--- src/rtl/lrb_pkg.sv ---
// Shared types, codes and reset constants for the link reconnect supervisor.
// No dependencies; every other file imports this package.
package lrb_pkg;

  localparam int TIME_BITS_DEF = 32;
  localparam int CFG_W         = 32;
  localparam int CFG_IDX_W     = 2;
  localparam int NOW_W         = 32;
  localparam int BACKOFF_W     = 32;

  // configuration register indexes
  localparam logic [CFG_IDX_W-1:0] CFG_IDX_FLOOR   = 2'd0;
  localparam logic [CFG_IDX_W-1:0] CFG_IDX_CAP     = 2'd1;
  localparam logic [CFG_IDX_W-1:0] CFG_IDX_TIMEOUT = 2'd2;

  localparam logic [CFG_W-1:0] FLOOR_RST   = 32'd1000;
  localparam logic [CFG_W-1:0] CAP_RST     = 32'd60000;
  localparam logic [CFG_W-1:0] TIMEOUT_RST = 32'd15000;

  localparam logic REQ_BEGIN = 1'b0;
  localparam logic REQ_POLL  = 1'b1;

  localparam logic [1:0] PHASE_CODE_IDLE       = 2'd0;
  localparam logic [1:0] PHASE_CODE_CONNECTING = 2'd1;
  localparam logic [1:0] PHASE_CODE_CONNECTED  = 2'd2;
  localparam logic [1:0] PHASE_CODE_DISCONN    = 2'd3;

  localparam logic [1:0] CAUSE_NONE    = 2'd0;
  localparam logic [1:0] CAUSE_TIMEOUT = 2'd1;
  localparam logic [1:0] CAUSE_LOST    = 2'd2;

  typedef enum logic [3:0] {
    PH_IDLE       = 4'b0001,
    PH_CONNECTING = 4'b0010,
    PH_CONNECTED  = 4'b0100,
    PH_DISCONN    = 4'b1000
  } phase_t;

  typedef struct packed {
    logic [CFG_W-1:0] backoff_floor_ms;
    logic [CFG_W-1:0] backoff_cap_ms;
    logic [CFG_W-1:0] connect_timeout_ms;
  } cfg_t;

  typedef struct packed {
    logic             req_type;
    logic [NOW_W-1:0] now_ms;
    logic             link_up;
  } in_word_t;

  typedef struct packed {
    logic [1:0]           link_phase_out;
    logic                 is_connected;
    logic [BACKOFF_W-1:0] backoff_report;
    logic                 start_radio;
    logic                 drop_radio;
    logic [1:0]           retry_cause;
  } res_word_t;

endpackage

--- src/rtl/lrb_if.sv ---
// Valid/ready channel interfaces for request words and result words.
// Depends on lrb_pkg for field widths.
interface lrb_in_if
  import lrb_pkg::*;
();
  logic             valid;
  logic             ready;
  logic             req_type;
  logic [NOW_W-1:0] now_ms;
  logic             link_up;

  modport source (output valid, output req_type, output now_ms, output link_up, input ready);
  modport sink   (input valid, input req_type, input now_ms, input link_up, output ready);
endinterface

interface lrb_out_if
  import lrb_pkg::*;
();
  logic                 valid;
  logic                 ready;
  logic [1:0]           link_phase_out;
  logic                 is_connected;
  logic [BACKOFF_W-1:0] backoff_report;
  logic                 start_radio;
  logic                 drop_radio;
  logic [1:0]           retry_cause;

  modport source (output valid, output link_phase_out, output is_connected,
                  output backoff_report, output start_radio, output drop_radio,
                  output retry_cause, input ready);
  modport sink   (input valid, input link_phase_out, input is_connected,
                  input backoff_report, input start_radio, input drop_radio,
                  input retry_cause, output ready);
endinterface

--- src/rtl/lrb_cfg_regs.sv ---
// Configuration register bank: floor, cap and connect timeout.
// Depends on lrb_pkg.
module lrb_cfg_regs
  import lrb_pkg::*;
(
  input  logic                 clk,
  input  logic                 rst_n,
  input  logic                 cfg_we,
  input  logic [CFG_IDX_W-1:0] cfg_index,
  input  logic [CFG_W-1:0]     cfg_wdata,
  output cfg_t                 cfg
);

  cfg_t cfg_r, cfg_nxt;

  always_comb begin
    cfg_nxt = cfg_r;
    if (cfg_we) begin
      case (cfg_index)
        CFG_IDX_FLOOR:   cfg_nxt.backoff_floor_ms   = cfg_wdata;
        CFG_IDX_CAP:     cfg_nxt.backoff_cap_ms     = cfg_wdata;
        CFG_IDX_TIMEOUT: cfg_nxt.connect_timeout_ms = cfg_wdata;
        default: ;  // unmapped index, dropped
      endcase
    end
  end

  always_ff @(posedge clk) begin
    if (!rst_n) begin
      cfg_r.backoff_floor_ms   <= FLOOR_RST;
      cfg_r.backoff_cap_ms     <= CAP_RST;
      cfg_r.connect_timeout_ms <= TIMEOUT_RST;
    end else begin
      cfg_r <= cfg_nxt;
    end
  end

  assign cfg = cfg_r;

endmodule

--- src/rtl/lrb_fsm.sv ---
// Link phase state machine with backoff, timeout and retry scheduling.
// Depends on lrb_pkg; one word is evaluated per cycle when step is high.
module lrb_fsm
  import lrb_pkg::*;
#(
  parameter int TIME_BITS = TIME_BITS_DEF
) (
  input  logic      clk,
  input  logic      rst_n,
  input  logic      step,
  input  in_word_t  in_word,
  input  cfg_t      cfg,
  output res_word_t res
);

  // compare width covers both the time base and the 32-bit registers
  localparam int CW = (TIME_BITS > 32) ? TIME_BITS : 32;

  phase_t                 phase_r, phase_nxt;
  logic [TIME_BITS-1:0]   start_r, start_nxt;
  logic [TIME_BITS-1:0]   retry_r, retry_nxt;
  logic [BACKOFF_W-1:0]   backoff_r, backoff_nxt;

  logic [CW-1:0]          now_w, bo_w, elapsed_w, tmo_w;
  logic [TIME_BITS-1:0]   now_t, elapsed, since_retry, bo_plan_t;
  logic [BACKOFF_W-1:0]   bo_plan;
  logic [BACKOFF_W:0]     twice;
  logic                   started, dropped;
  logic [1:0]             cause;

  assign now_w       = CW'(in_word.now_ms);
  assign now_t       = now_w[TIME_BITS-1:0];
  assign elapsed     = now_t - start_r;
  assign since_retry = now_t - retry_r;
  assign elapsed_w   = CW'(elapsed);
  assign tmo_w       = CW'(cfg.connect_timeout_ms);

  always_comb begin
    phase_nxt   = phase_r;
    start_nxt   = start_r;
    retry_nxt   = retry_r;
    backoff_nxt = backoff_r;
    started     = 1'b0;
    dropped     = 1'b0;
    cause       = CAUSE_NONE;
    bo_plan     = backoff_r;

    if (in_word.req_type == REQ_BEGIN) begin
      if (phase_r == PH_IDLE) begin
        phase_nxt = PH_CONNECTING;
        start_nxt = now_t;
        started   = 1'b1;
      end
    end else begin
      case (phase_r)
        PH_IDLE: ;
        PH_CONNECTING: begin
          if (in_word.link_up) begin
            phase_nxt   = PH_CONNECTED;
            backoff_nxt = cfg.backoff_floor_ms;
          end else if (elapsed_w >= tmo_w) begin
            dropped = 1'b1;
            cause   = CAUSE_TIMEOUT;
          end
        end
        PH_CONNECTED: begin
          if (!in_word.link_up) begin
            bo_plan = cfg.backoff_floor_ms;  // fresh outage restarts from floor
            dropped = 1'b1;
            cause   = CAUSE_LOST;
          end
        end
        PH_DISCONN: begin
          if (!since_retry[TIME_BITS-1]) begin
            phase_nxt = PH_CONNECTING;
            start_nxt = now_t;
            started   = 1'b1;
          end
        end
        default: ;
      endcase
    end

    bo_w      = CW'(bo_plan);
    bo_plan_t = bo_w[TIME_BITS-1:0];
    twice     = {bo_plan, 1'b0};
    if (dropped) begin
      phase_nxt   = PH_DISCONN;
      retry_nxt   = now_t + bo_plan_t;
      backoff_nxt = (twice > {1'b0, cfg.backoff_cap_ms}) ? cfg.backoff_cap_ms
                                                         : twice[BACKOFF_W-1:0];
    end
  end

  always_ff @(posedge clk) begin
    if (!rst_n) begin
      phase_r   <= PH_IDLE;
      start_r   <= '0;
      retry_r   <= '0;
      backoff_r <= FLOOR_RST;
    end else if (step) begin
      phase_r   <= phase_nxt;
      start_r   <= start_nxt;
      retry_r   <= retry_nxt;
      backoff_r <= backoff_nxt;
    end
  end

  always_comb begin
    case (phase_nxt)
      PH_IDLE:       res.link_phase_out = PHASE_CODE_IDLE;
      PH_CONNECTING: res.link_phase_out = PHASE_CODE_CONNECTING;
      PH_CONNECTED:  res.link_phase_out = PHASE_CODE_CONNECTED;
      PH_DISCONN:    res.link_phase_out = PHASE_CODE_DISCONN;
      default:       res.link_phase_out = PHASE_CODE_IDLE;
    endcase
    res.is_connected   = (phase_nxt == PH_CONNECTED);
    res.backoff_report = (phase_nxt == PH_CONNECTED) ? '0 : backoff_nxt;
    res.start_radio    = started;
    res.drop_radio     = dropped;
    res.retry_cause    = cause;
  end

  a_no_start_and_drop: assert property (@(posedge clk) disable iff (!rst_n)
    step |-> !(res.start_radio && res.drop_radio))
    else $error("start and drop in the same word");

  a_drop_has_cause: assert property (@(posedge clk) disable iff (!rst_n)
    step && res.drop_radio |-> res.retry_cause != CAUSE_NONE)
    else $error("drop without a retry cause");

  a_drop_to_disconn: assert property (@(posedge clk) disable iff (!rst_n)
    step && res.drop_radio |=> phase_r == PH_DISCONN)
    else $error("drop did not leave phase disconnected");

  a_connect_floor: assert property (@(posedge clk) disable iff (!rst_n)
    step && phase_r == PH_CONNECTING && in_word.req_type == REQ_POLL && in_word.link_up
    |=> phase_r == PH_CONNECTED && backoff_r == $past(cfg.backoff_floor_ms))
    else $error("backoff not back at floor on connect");

endmodule

--- src/rtl/link_reconnect_backoff_fsm.sv ---
// Link reconnect supervisor with exponential backoff. Request words enter an
// input register, are evaluated combinationally against the phase state and
// land in a result register: one word per clock sustained while out_ch.ready
// holds. A request word moves from the input register into the result
// register once the result register is empty or being drained, and its result
// word is presented from there. Both ready paths follow out_ch.ready so
// a full result register stalls the input only when it is not being drained.
// Times compare modulo 2^TIME_BITS; configuration writes take effect at once,
// but a new floor acts only on the next floor reload, never directly on the running backoff.
module link_reconnect_backoff_fsm
  import lrb_pkg::*;
#(
  parameter int TIME_BITS = TIME_BITS_DEF
) (
  input  logic                 clk,
  input  logic                 rst_n,
  lrb_in_if.sink               in_ch,
  lrb_out_if.source            out_ch,
  input  logic                 cfg_we,
  input  logic [CFG_IDX_W-1:0] cfg_index,
  input  logic [CFG_W-1:0]     cfg_wdata
);

  cfg_t      cfg;
  res_word_t res;
  in_word_t  s1_word_r;
  res_word_t out_word_r;
  logic      s1_valid_r, s1_valid_nxt;
  logic      out_valid_r, out_valid_nxt;
  logic      adv, take;

  lrb_cfg_regs u_cfg (
    .clk       (clk),
    .rst_n     (rst_n),
    .cfg_we    (cfg_we),
    .cfg_index (cfg_index),
    .cfg_wdata (cfg_wdata),
    .cfg       (cfg)
  );

  lrb_fsm #(.TIME_BITS(TIME_BITS)) u_fsm (
    .clk     (clk),
    .rst_n   (rst_n),
    .step    (adv),
    .in_word (s1_word_r),
    .cfg     (cfg),
    .res     (res)
  );

  assign adv          = s1_valid_r && (!out_valid_r || out_ch.ready);
  assign in_ch.ready  = !s1_valid_r || adv;
  assign take         = in_ch.valid && in_ch.ready;
  assign s1_valid_nxt = take || (s1_valid_r && !adv);
  assign out_valid_nxt = adv || (out_valid_r && !out_ch.ready);

  always_ff @(posedge clk) begin
    if (!rst_n) begin
      s1_valid_r  <= 1'b0;
      out_valid_r <= 1'b0;
    end else begin
      s1_valid_r  <= s1_valid_nxt;
      out_valid_r <= out_valid_nxt;
    end
  end

  always_ff @(posedge clk) begin
    if (take) begin
      s1_word_r.req_type <= in_ch.req_type;
      s1_word_r.now_ms   <= in_ch.now_ms;
      s1_word_r.link_up  <= in_ch.link_up;
    end
    if (adv) begin
      out_word_r <= res;
    end
  end

  assign out_ch.valid          = out_valid_r;
  assign out_ch.link_phase_out = out_word_r.link_phase_out;
  assign out_ch.is_connected   = out_word_r.is_connected;
  assign out_ch.backoff_report = out_word_r.backoff_report;
  assign out_ch.start_radio    = out_word_r.start_radio;
  assign out_ch.drop_radio     = out_word_r.drop_radio;
  assign out_ch.retry_cause    = out_word_r.retry_cause;

endmodule
--- src/flat_wrapper.sv ---
// flat-port wrapper written by rule: the top's interface ports become plain ports
module link_reconnect_backoff_fsm_flat import lrb_pkg::*;
#(
  parameter int TIME_BITS = TIME_BITS_DEF
)
  (clk, rst_n, cfg_we, cfg_index, cfg_wdata, in_ch_valid, in_ch_req_type, in_ch_now_ms, in_ch_link_up, in_ch_ready, out_ch_valid, out_ch_link_phase_out, out_ch_is_connected, out_ch_backoff_report, out_ch_start_radio, out_ch_drop_radio, out_ch_retry_cause, out_ch_ready);
  lrb_in_if in_ch_i ();
  lrb_out_if out_ch_i ();
  input  logic clk;
  input  logic rst_n;
  input  logic cfg_we;
  input  logic [CFG_IDX_W-1:0] cfg_index;
  input  logic [CFG_W-1:0] cfg_wdata;
  input wire logic [$bits(in_ch_i.valid)-1:0] in_ch_valid;
  input wire logic [$bits(in_ch_i.req_type)-1:0] in_ch_req_type;
  input wire logic [$bits(in_ch_i.now_ms)-1:0] in_ch_now_ms;
  input wire logic [$bits(in_ch_i.link_up)-1:0] in_ch_link_up;
  output wire logic [$bits(in_ch_i.ready)-1:0] in_ch_ready;
  output wire logic [$bits(out_ch_i.valid)-1:0] out_ch_valid;
  output wire logic [$bits(out_ch_i.link_phase_out)-1:0] out_ch_link_phase_out;
  output wire logic [$bits(out_ch_i.is_connected)-1:0] out_ch_is_connected;
  output wire logic [$bits(out_ch_i.backoff_report)-1:0] out_ch_backoff_report;
  output wire logic [$bits(out_ch_i.start_radio)-1:0] out_ch_start_radio;
  output wire logic [$bits(out_ch_i.drop_radio)-1:0] out_ch_drop_radio;
  output wire logic [$bits(out_ch_i.retry_cause)-1:0] out_ch_retry_cause;
  input wire logic [$bits(out_ch_i.ready)-1:0] out_ch_ready;
  assign in_ch_i.valid = in_ch_valid;
  assign in_ch_i.req_type = in_ch_req_type;
  assign in_ch_i.now_ms = in_ch_now_ms;
  assign in_ch_i.link_up = in_ch_link_up;
  assign in_ch_ready = in_ch_i.ready;
  assign out_ch_valid = out_ch_i.valid;
  assign out_ch_link_phase_out = out_ch_i.link_phase_out;
  assign out_ch_is_connected = out_ch_i.is_connected;
  assign out_ch_backoff_report = out_ch_i.backoff_report;
  assign out_ch_start_radio = out_ch_i.start_radio;
  assign out_ch_drop_radio = out_ch_i.drop_radio;
  assign out_ch_retry_cause = out_ch_i.retry_cause;
  assign out_ch_i.ready = out_ch_ready;
  link_reconnect_backoff_fsm #(.TIME_BITS(TIME_BITS)) u_core (.clk(clk), .rst_n(rst_n), .in_ch(in_ch_i), .out_ch(out_ch_i), .cfg_we(cfg_we), .cfg_index(cfg_index), .cfg_wdata(cfg_wdata));
endmodule
--- config.mk ---
export PLATFORM = sky130hd
export DESIGN_NAME = link_reconnect_backoff_fsm_flat
export DESIGN_NICKNAME = d
export VERILOG_FILES = /design/src/rtl/lrb_pkg.sv /design/src/rtl/lrb_if.sv /design/src/rtl/lrb_cfg_regs.sv /design/src/rtl/lrb_fsm.sv /design/src/rtl/link_reconnect_backoff_fsm.sv /design/src/flat_wrapper.sv
export SDC_FILE = /design/constraint.sdc
export NUM_CORES = 1
export LEC_CHECK = 0
export ABC_AREA = 1
export BUFFER_PORTS_ARGS = -buffer_cell sky130_fd_sc_hd__buf_4
export CAP_MARGIN = 25
export CORE_UTILIZATION = 60
export CTS_BUF_LIST = sky130_fd_sc_hd__clkbuf_8
export DETAILED_ROUTE_END_ITERATION = 10
export HOLD_SLACK_MARGIN = 0.15
export PLACE_DENSITY = 0.87
export SYNTH_ARGS = -nofsm -noshare
export SYNTH_HDL_FRONTEND = slang
export SYNTH_SLANG_ARGS = --single-unit
--- constraint.sdc ---
create_clock -name clk -period 5.4 [get_ports clk]
set_input_delay 0.27 -clock clk [delete_from_list [all_inputs] [get_ports clk]]
set_output_delay 0.27 -clock clk [all_outputs]
set_load 0.01 [all_outputs]
==> impl_metrics.csv, run 1 <==
group,metric,value,unit
placed_design,portBuffers,113,
timing,hold_viol,0,
worst_setup_path,startpoint_type,"register",
logic_synthesis,synthTopCellsByArea,"dfxtp_1 (23%), edfxtp_1 (13%), ha_1 (11%)",
worst_setup_path,cp.required,5.82,ns
floorplan,std_cell_rows,61,
timing,slew_violations,0,
finish,fin_util,70.9,%
logic_synthesis,syn-num-nets,2565,
floorplan,dieWidth,170,µm
worst_setup_path,critPathKind,"register to register",
timing,rsz0062_at_grt,"false",
drt,finalWirelength,50900,µm
worst_setup_path,cp.arrival,5.40,ns
global_routing,grt_overflow,0,
timing,period_minus_slack,4.98,ns
timing,fin_skew,0.0386,ns
placed_design,hpwl,36400,µm
finish,area_growth,16.3,%
logic_synthesis,ys_seq_elements,271,
clocking,cts.path.max_buffers,3,
logic_synthesis,yosysTopAreaCell,"dfxtp_1",
floorplan,core_area,0.0278,mm²
floorplan,die_y,170,µm
timing,fin_crit_sh,92.2,%
power,peakVddDrop,0.254,mV
drt,dr.pass1.iters,6,
global_routing,grt_start_max_net_pins,95,
finish,final-seq-area,0.00616,mm²
clocking,worstSkewPairLatency,0.59,ns
logic_synthesis,syn_area,0.0169,mm²
clocking,clk_pin_slew_worst_paths,0.06,ns
worst_setup_path,cp_num_buf_inv,1,
global_routing,grt_pass1_vias,15700,
logic_synthesis,synth_seq_area_share,36.4,%
drt,top_layer_used,"met4",
global_routing,grt_pass1_wl,79900,µm
drt,wl_per_cell,17.4,µm
worst_setup_path,critPathMaxStageDelay,0.46,ns
clocking,clock_sinks,271,
drt,routed_via_density,5.64,
logic_synthesis,yosysWarnings,0,
finish,n_fill_cell,2327,
clocking,cts_setup_buffers,0,
worst_setup_path,crit_chain,"ha_1 > a21oi_1 > nand2_1 > a21oi_2 > o21bai_1 > a21boi_0 > o21ai_1 > nand3_1 > nand2_1 > nand2_1 > nand2_1 > ha_1 > nand2_1 > nor2_1 > nand2_1 > nor2_1 > nand4_1 > nand3_1 > nand2_1 > nand2_2 > buf_4 > nand2_1 > and2_1 > nor2_1",
drt,num_vias,16500,
worst_setup_path,critPathMostFrequentCell,"nand2_1",
logic_synthesis,synth.most_common_cell,"nand2_1",
job,max_cap_viol_count,0,
timing,max_freq,201,MHz
finish,drive_above_1_share,9.05,%
timing,setup_tns,0,ns
finish,fin_nets,2733,
logic_synthesis,yosys.area.top_type_share,23.4,%
clocking,cts_buffers,47,
timing,finalSetupViolCount,0,
drt,route.detailed.drc,0,
floorplan,io_pins,114,
worst_setup_path,cp_max_fo,33,
hold_path,min_path_type,"input pin to register",
logic_synthesis,syn_inst,2335,
logic_synthesis,avgSynthCellArea,7.25,µm²
worst_setup_path,critPathSlowestCell,"edfxtp_1",
global_routing,antenna_found_initial,1,
drt,drt-initial-drc-count,1531,
timing,relSlewSlack,30.5,%
worst_setup_path,crit_family,"simple AND/OR/NAND/NOR gates",
clocking,cts_tree,"built",
placed_design,gp_congestion,1.01,
drt,antenna_left,0,
global_routing,grt_usage,35.4,%
timing,worstMarginPinSlew,1.04,ns
power,power_leakage,9.00,nW
clocking,cts_root_buffer,"clkbuf_8",
logic_synthesis,synth_edf_count,73,
worst_setup_path,reg2reg_slack,0.42,ns
logic_synthesis,synthTopCellsByCount,"nand2_1 (506), inv_1 (294), a21oi_1 (256)",
floorplan,initial_core_util,60.9,%
worst_setup_path,endpoint_kind,"register",
logic_synthesis,ys_types,50,
finish,multiInputGateArea,0.00925,mm²
drt,dr_wl_met2,23700,µm
logic_synthesis,async_flop_share,0,%
drt,dr_wl_met3,3940,µm
clocking,htreeDepth,2,
timing,worst_hold_slack,0.170,ns
drt,wl_met1,20400,µm
power,p_per_area,275,mW/mm²
floorplan,dieArea,0.0289,mm²
logic_synthesis,synth-main-ff-cell,"dfxtp_1",
outcome,status,"finished, final reports clean",
==> cells in the final DEF (no fill, tap or decap), types with 73 or more instances in the layout <==
master | netlist | final
nand2_1 | 506 | 506
ha_1 | 155 | 155
inv_1 | 294 | 320
buf_4 | 7 | 138
o21ai_0 | 221 | 221
edfxtp_1 | 73 | 73
a21oi_1 | 256 | 255
nor2_1 | 194 | 194
dfxtp_1 | 198 | 198
nand3_1 | 106 | 106
==> sequential cells by signal, summed over array words and instances, names as in the netlist <==
name                          cells
u_core.u_cfg.cfg                 96
u_core.s1_word_r                 34
u_core.out_ch.backoff_report     32
u_core.u_fsm.backoff_r           32
u_core.u_fsm.retry_r             32
u_core.u_fsm.start_r             32
u_core.u_fsm.phase_r              4
u_core.out_ch.link_phase_out      2
u_core.out_ch.retry_cause         2
u_core.out_ch.drop_radio          1
u_core.out_ch.is_connected        1
u_core.out_ch.start_radio         1
u_core.out_ch.valid               1
u_core.s1_valid_r                 1
==> cell families (layout without fill, tap and decap cells) <==
family	count (synthesis)	after routing	share of synthesized area [%]
other cells	0	1	0
buf+inv	392	599	9.06
fa+ha+maj	157	157	11.7
flops	271	271	36.4
xor+xnor	59	59	3.05
simple gates	887	887	21.8
compound gates	569	569	18.0
==> where the power goes <==
| part | internal [W] | total (W) | switching, W | leakage, nW |
|---|---|---|---|---|
| logic | 0.000494 | 0.00130 | 0.000809 | 6.12 |
| registers | 0.00219 | 0.00225 | 0.0000614 | 2.31 |
| clock network | 0.000974 | 0.00185 | 0.000875 | 0.570 |
==> through the flow <==
stage	total power (W)	std cells	worst slack, ns	instance area (µm²)
floorplan	0.00314	2335	1.53	16900
global placement	0.00348	2763	0.679	18100
detailed placement	0.00352	2763	0.472	18100
CTS	0.00539	2920	0.437	19700
global route	0.00567	2921	0.0966	19700
finish	0.00541	2921	0.422	19700
==> worst reg2reg max path, cell delays in order, from the launching register on <==
cell	delay (ns)
edfxtp_1	0.46
ha_1	0.37
a21oi_1	0.16
nand2_1	0.10
a21oi_2	0.38
o21bai_1	0.23
a21boi_0	0.33
o21ai_1	0.21
nand3_1	0.16
nand2_1	0.06
nand2_1	0.07
nand2_1	0.05
ha_1	0.29
nand2_1	0.07
nor2_1	0.13
nand2_1	0.10
nor2_1	0.19
nand4_1	0.11
nand3_1	0.24
nand2_1	0.13
nand2_2	0.09
buf_4	0.41
nand2_1	0.18
and2_1	0.16
nor2_1	0.13
==> timing repair <==
| action | CTS | global route |
|---|---|---|
| hold buffers | 69 | 0 |
| gates resized for setup | 0 | 1 |
| setup endpoints to repair | 0 | 45 |
| hold endpoints to repair | 132 | 0 |
==> layout make-up <==
class	count	share of cell area (%)
Clock buffer	55	3.84
Timing Repair Buffer	209	8.97
Clock inverter	33	0.826
Inverter	302	5.76
Tap cell	378	2.40
Antenna cell	1	0.0127
Sequential cell	271	31.3
Multi-Input combinational cell	1672	46.9
==> worst paths after layout <==
check,start,to,depth (start not counted)
worst max-delay path,u_core.s1_word_r[3]$_DFFE_PP_,u_core.out_ch.backoff_report[1]$_SDFFCE_PP0P_,24
worst min-delay path,cfg_index[0],u_core.u_cfg.cfg[73]$_SDFFE_PN1P_,5
worst max register to register,u_core.s1_word_r[3]$_DFFE_PP_,u_core.out_ch.backoff_report[1]$_SDFFCE_PP0P_,24
worst min register to register,u_core.u_fsm.start_r[24]$_SDFFE_PN0P_,u_core.u_fsm.start_r[24]$_SDFFE_PN0P_,2
==> metal layers <==
layer | GRT usage, % | up-vias
li1 | - | 8041
met1 | 42.6 | 7559
met2 | 59.4 | 714
met3 | 6.67 | 173
met4 | 19.9 | 0
met5 | 0 | -
Power figures use the tool's default switching activity.
==> run 2, diff against run 1 <==
==> constraint.sdc (replaced) <==
create_clock -name clk -period 4.8 [get_ports clk]
set_input_delay 0.24 -clock clk [delete_from_list [all_inputs] [get_ports clk]]
set_output_delay 0.24 -clock clk [all_outputs]
set_load 0.01 [all_outputs]
==> impl_metrics.csv, run 2 (synthesis gave the netlist of run 1 again) <==
group,metric,value,unit
power,p_per_area,317,mW/mm²
worst_setup_path,cp.required,5.13,ns
placed_design,place_ws,0.0453,ns
global_routing,antenna_found_initial,0,
timing,relSlewSlack,41.9,%
clocking,clk_pin_slew_worst_paths,0.06,ns
placed_design,portBuffers,113,
floorplan,io_pins,114,
floorplan,die_y,170,µm
worst_setup_path,startpoint_type,"register",
worst_setup_path,crit_chain,"ha_1 > a21oi_1 > nand2_1 > a21oi_1 > o21bai_2 > a21oi_2 > o21ai_1 > a21oi_1 > xor2_1 > ha_1 > nand2_1 > nand2_1 > nand2_1 > nand2_1 > nand2_1 > nand2_1 > a21oi_1 > nand3_1 > a21oi_4 > nand3_1 > nor2_4 > buf_12 > nor2_1",
timing,period_minus_slack,4.51,ns
global_routing,grt_overflow,0,
worst_setup_path,crit_family,"compound AO/OA/AOI/OAI gates",
timing,fin_crit_sh,94.0,%
hold_path,hold_end,"u_core.u_cfg.cfg[46]$_SDFFE_PN1P_",
clocking,clock_sinks,271,
timing,fin_skew,0.0273,ns
finish,largest_reg_flops,96,
outcome,status,"finished, final reports clean",
global_routing,grt_pass1_vias,16000,
timing,hold_viol,0,
power,peakVddDrop,0.265,mV
finish,layout_commonest_cell,"nand2_1",
clocking,htreeDepth,2,
timing,setup_slack,0.289,ns
power,power_leakage,9.18,nW
timing,rsz0062_at_grt,"false",
clocking,cts_root_buffer,"clkbuf_8",
drt,dr.pass1.iters,5,
worst_setup_path,critPathMaxStageDelay,0.49,ns
drt,num_vias,16800,
timing,slew_violations,0,
clocking,cts_tree,"built",
worst_setup_path,rr_worst_depth,23,
worst_setup_path,critPathSlowestCell,"edfxtp_1",
finish,drive_above_1_share,10.5,%
finish,area_growth,19.0,%
hold_path,min-delay-start,"rst_n",
drt,finalWirelength,52200,µm
placed_design,hpwl,37000,µm
hold_path,hold_depth,2,
global_routing,grt_start_max_net_pins,94,
floorplan,initial_core_util,60.9,%
timing,worstMarginPinSlew,0.871,ns
clocking,cts_buffers,48,
global_routing,grt_usage,36.0,%
worst_setup_path,reg2reg_slack,0.29,ns
finish,fin_nets,2764,
timing,max_freq,222,MHz
worst_setup_path,cp.arrival,4.84,ns
floorplan,std_cell_rows,61,
drt,routed_via_density,5.71,
worst_setup_path,critPathMostFrequentCell,"nand2_1",
finish,final_cell_mix,"nand2_1 (506), inv_1 (305), a21oi_1 (255), o21ai_0 (219), dfxtp_1 (198)",
worst_setup_path,cp_num_buf_inv,1,
clocking,cts.path.max_buffers,3,
worst_setup_path,r2r_start,"u_core.s1_word_r[3]$_DFFE_PP_",
timing,setup_tns,0,ns
placed_design,gp_congestion,0.975,
job,max_cap_viol_count,0,
drt,drt-initial-drc-count,1501,
drt,wl_per_cell,17.7,µm
hold_path,min_path_type,"input pin to register",
worst_setup_path,endpoint_kind,"register",
timing,finalSetupViolCount,0,
clocking,cts_setup_buffers,0,
floorplan,core_area,0.0278,mm²
finish,diodes,0,
clocking,worstSkewPairLatency,0.60,ns
drt,route.detailed.drc,0,
worst_setup_path,cp_max_fo,33,
drt,antenna_left,0,
worst_setup_path,critPathKind,"register to register",
floorplan,dieWidth,170,µm
floorplan,dieArea,0.0289,mm²
worst_setup_path,r2r_end,"u_core.out_ch.backoff_report[0]$_SDFFCE_PP0P_",
global_routing,grt_pass1_wl,81200,µm
## run 2: changes by cell type in the layout (fill, tap and decap cells not counted), sizes merged
cell | before | now
inv | 330 | 314
clkinv | 3 | 14
clkinvlp | 1 | 0
clkbuf | 55 | 61
bufinv | 1 | 3
buf | 140 | 162
dlygate4sd3 | 69 | 77
diode | 1 | 0
## run 2: through the flow
step           hold WS [ns]  total power [W]  util [%]  cells  cell area (µm²)
2_1_floorplan         0.339          0.00353         -   2335            16900
3_3_place_gp          0.418          0.00396      65.7   2784            18300
3_5_place_dp          0.419          0.00400      65.7   2784            18300
4_1_cts               0.172          0.00636      72.3   2951            20100
5_1_grt               0.218          0.00669      72.5   2952            20200
6_report              0.197          0.00639      72.5   2952            20200
## run 2: metal layers
| metal | GRT usage, % | wire (µm) |
|---|---|---|
| met1 | 43.2 | 21000 |
| met2 | 60.6 | 24400 |
| met3 | 5.70 | 3630 |
| met4 | 21.7 | 3230 |
| met5 | 0 | 0 |
## run 2: worst max path at each step
stage | start | to | slack, ns | depth (start not counted)
5_1_grt | u_core.s1_word_r[19]$_DFFE_PP_ | u_core.out_ch.backoff_report[0]$_SDFFCE_PP0P_ | 0.002 | 23
3_3_place_gp | u_core.s1_word_r[3]$_DFFE_PP_ | u_core.out_ch.backoff_report[0]$_SDFFCE_PP0P_ | 0.14 | 21
4_1_cts | u_core.s1_word_r[3]$_DFFE_PP_ | u_core.out_ch.backoff_report[0]$_SDFFCE_PP0P_ | 0.06 | 23
2_1_floorplan | u_core.s1_word_r[1]$_DFFE_PP_ | u_core.out_ch.backoff_report[3]$_SDFFCE_PP0P_ | 0.93 | 24
6_report | u_core.s1_word_r[3]$_DFFE_PP_ | u_core.out_ch.backoff_report[0]$_SDFFCE_PP0P_ | 0.29 | 23
3_5_place_dp | u_core.s1_word_r[3]$_DFFE_PP_ | u_core.out_ch.backoff_report[0]$_SDFFCE_PP0P_ | 0.05 | 23
## run 2: what timing repair did
action / 4_1_cts / 5_1_grt
setup endpoints to repair: 4 / 99
hold endpoints to repair: 132 / 0
resized for setup: 1 / 13
hold buffers: 77 / 0
## run 2: cell type report
type | count | area [µm²]
inverter | 302 | 1140
clock buffer | 61 | 840
tap | 378 | 473
clock inverter | 29 | 218
sequential | 271 | 6160
fill | 2171 | 7630
timing repair buffer | 239 | 2070
multi-input combinational | 1672 | 9260
## run 2: where the power goes
| group | internal [W] | switching [W] |
|---|---|---|
| Combinational | 0.000576 | 0.000942 |
| Clock | 0.00131 | 0.00103 |
| Sequential | 0.00247 | 0.0000657 |
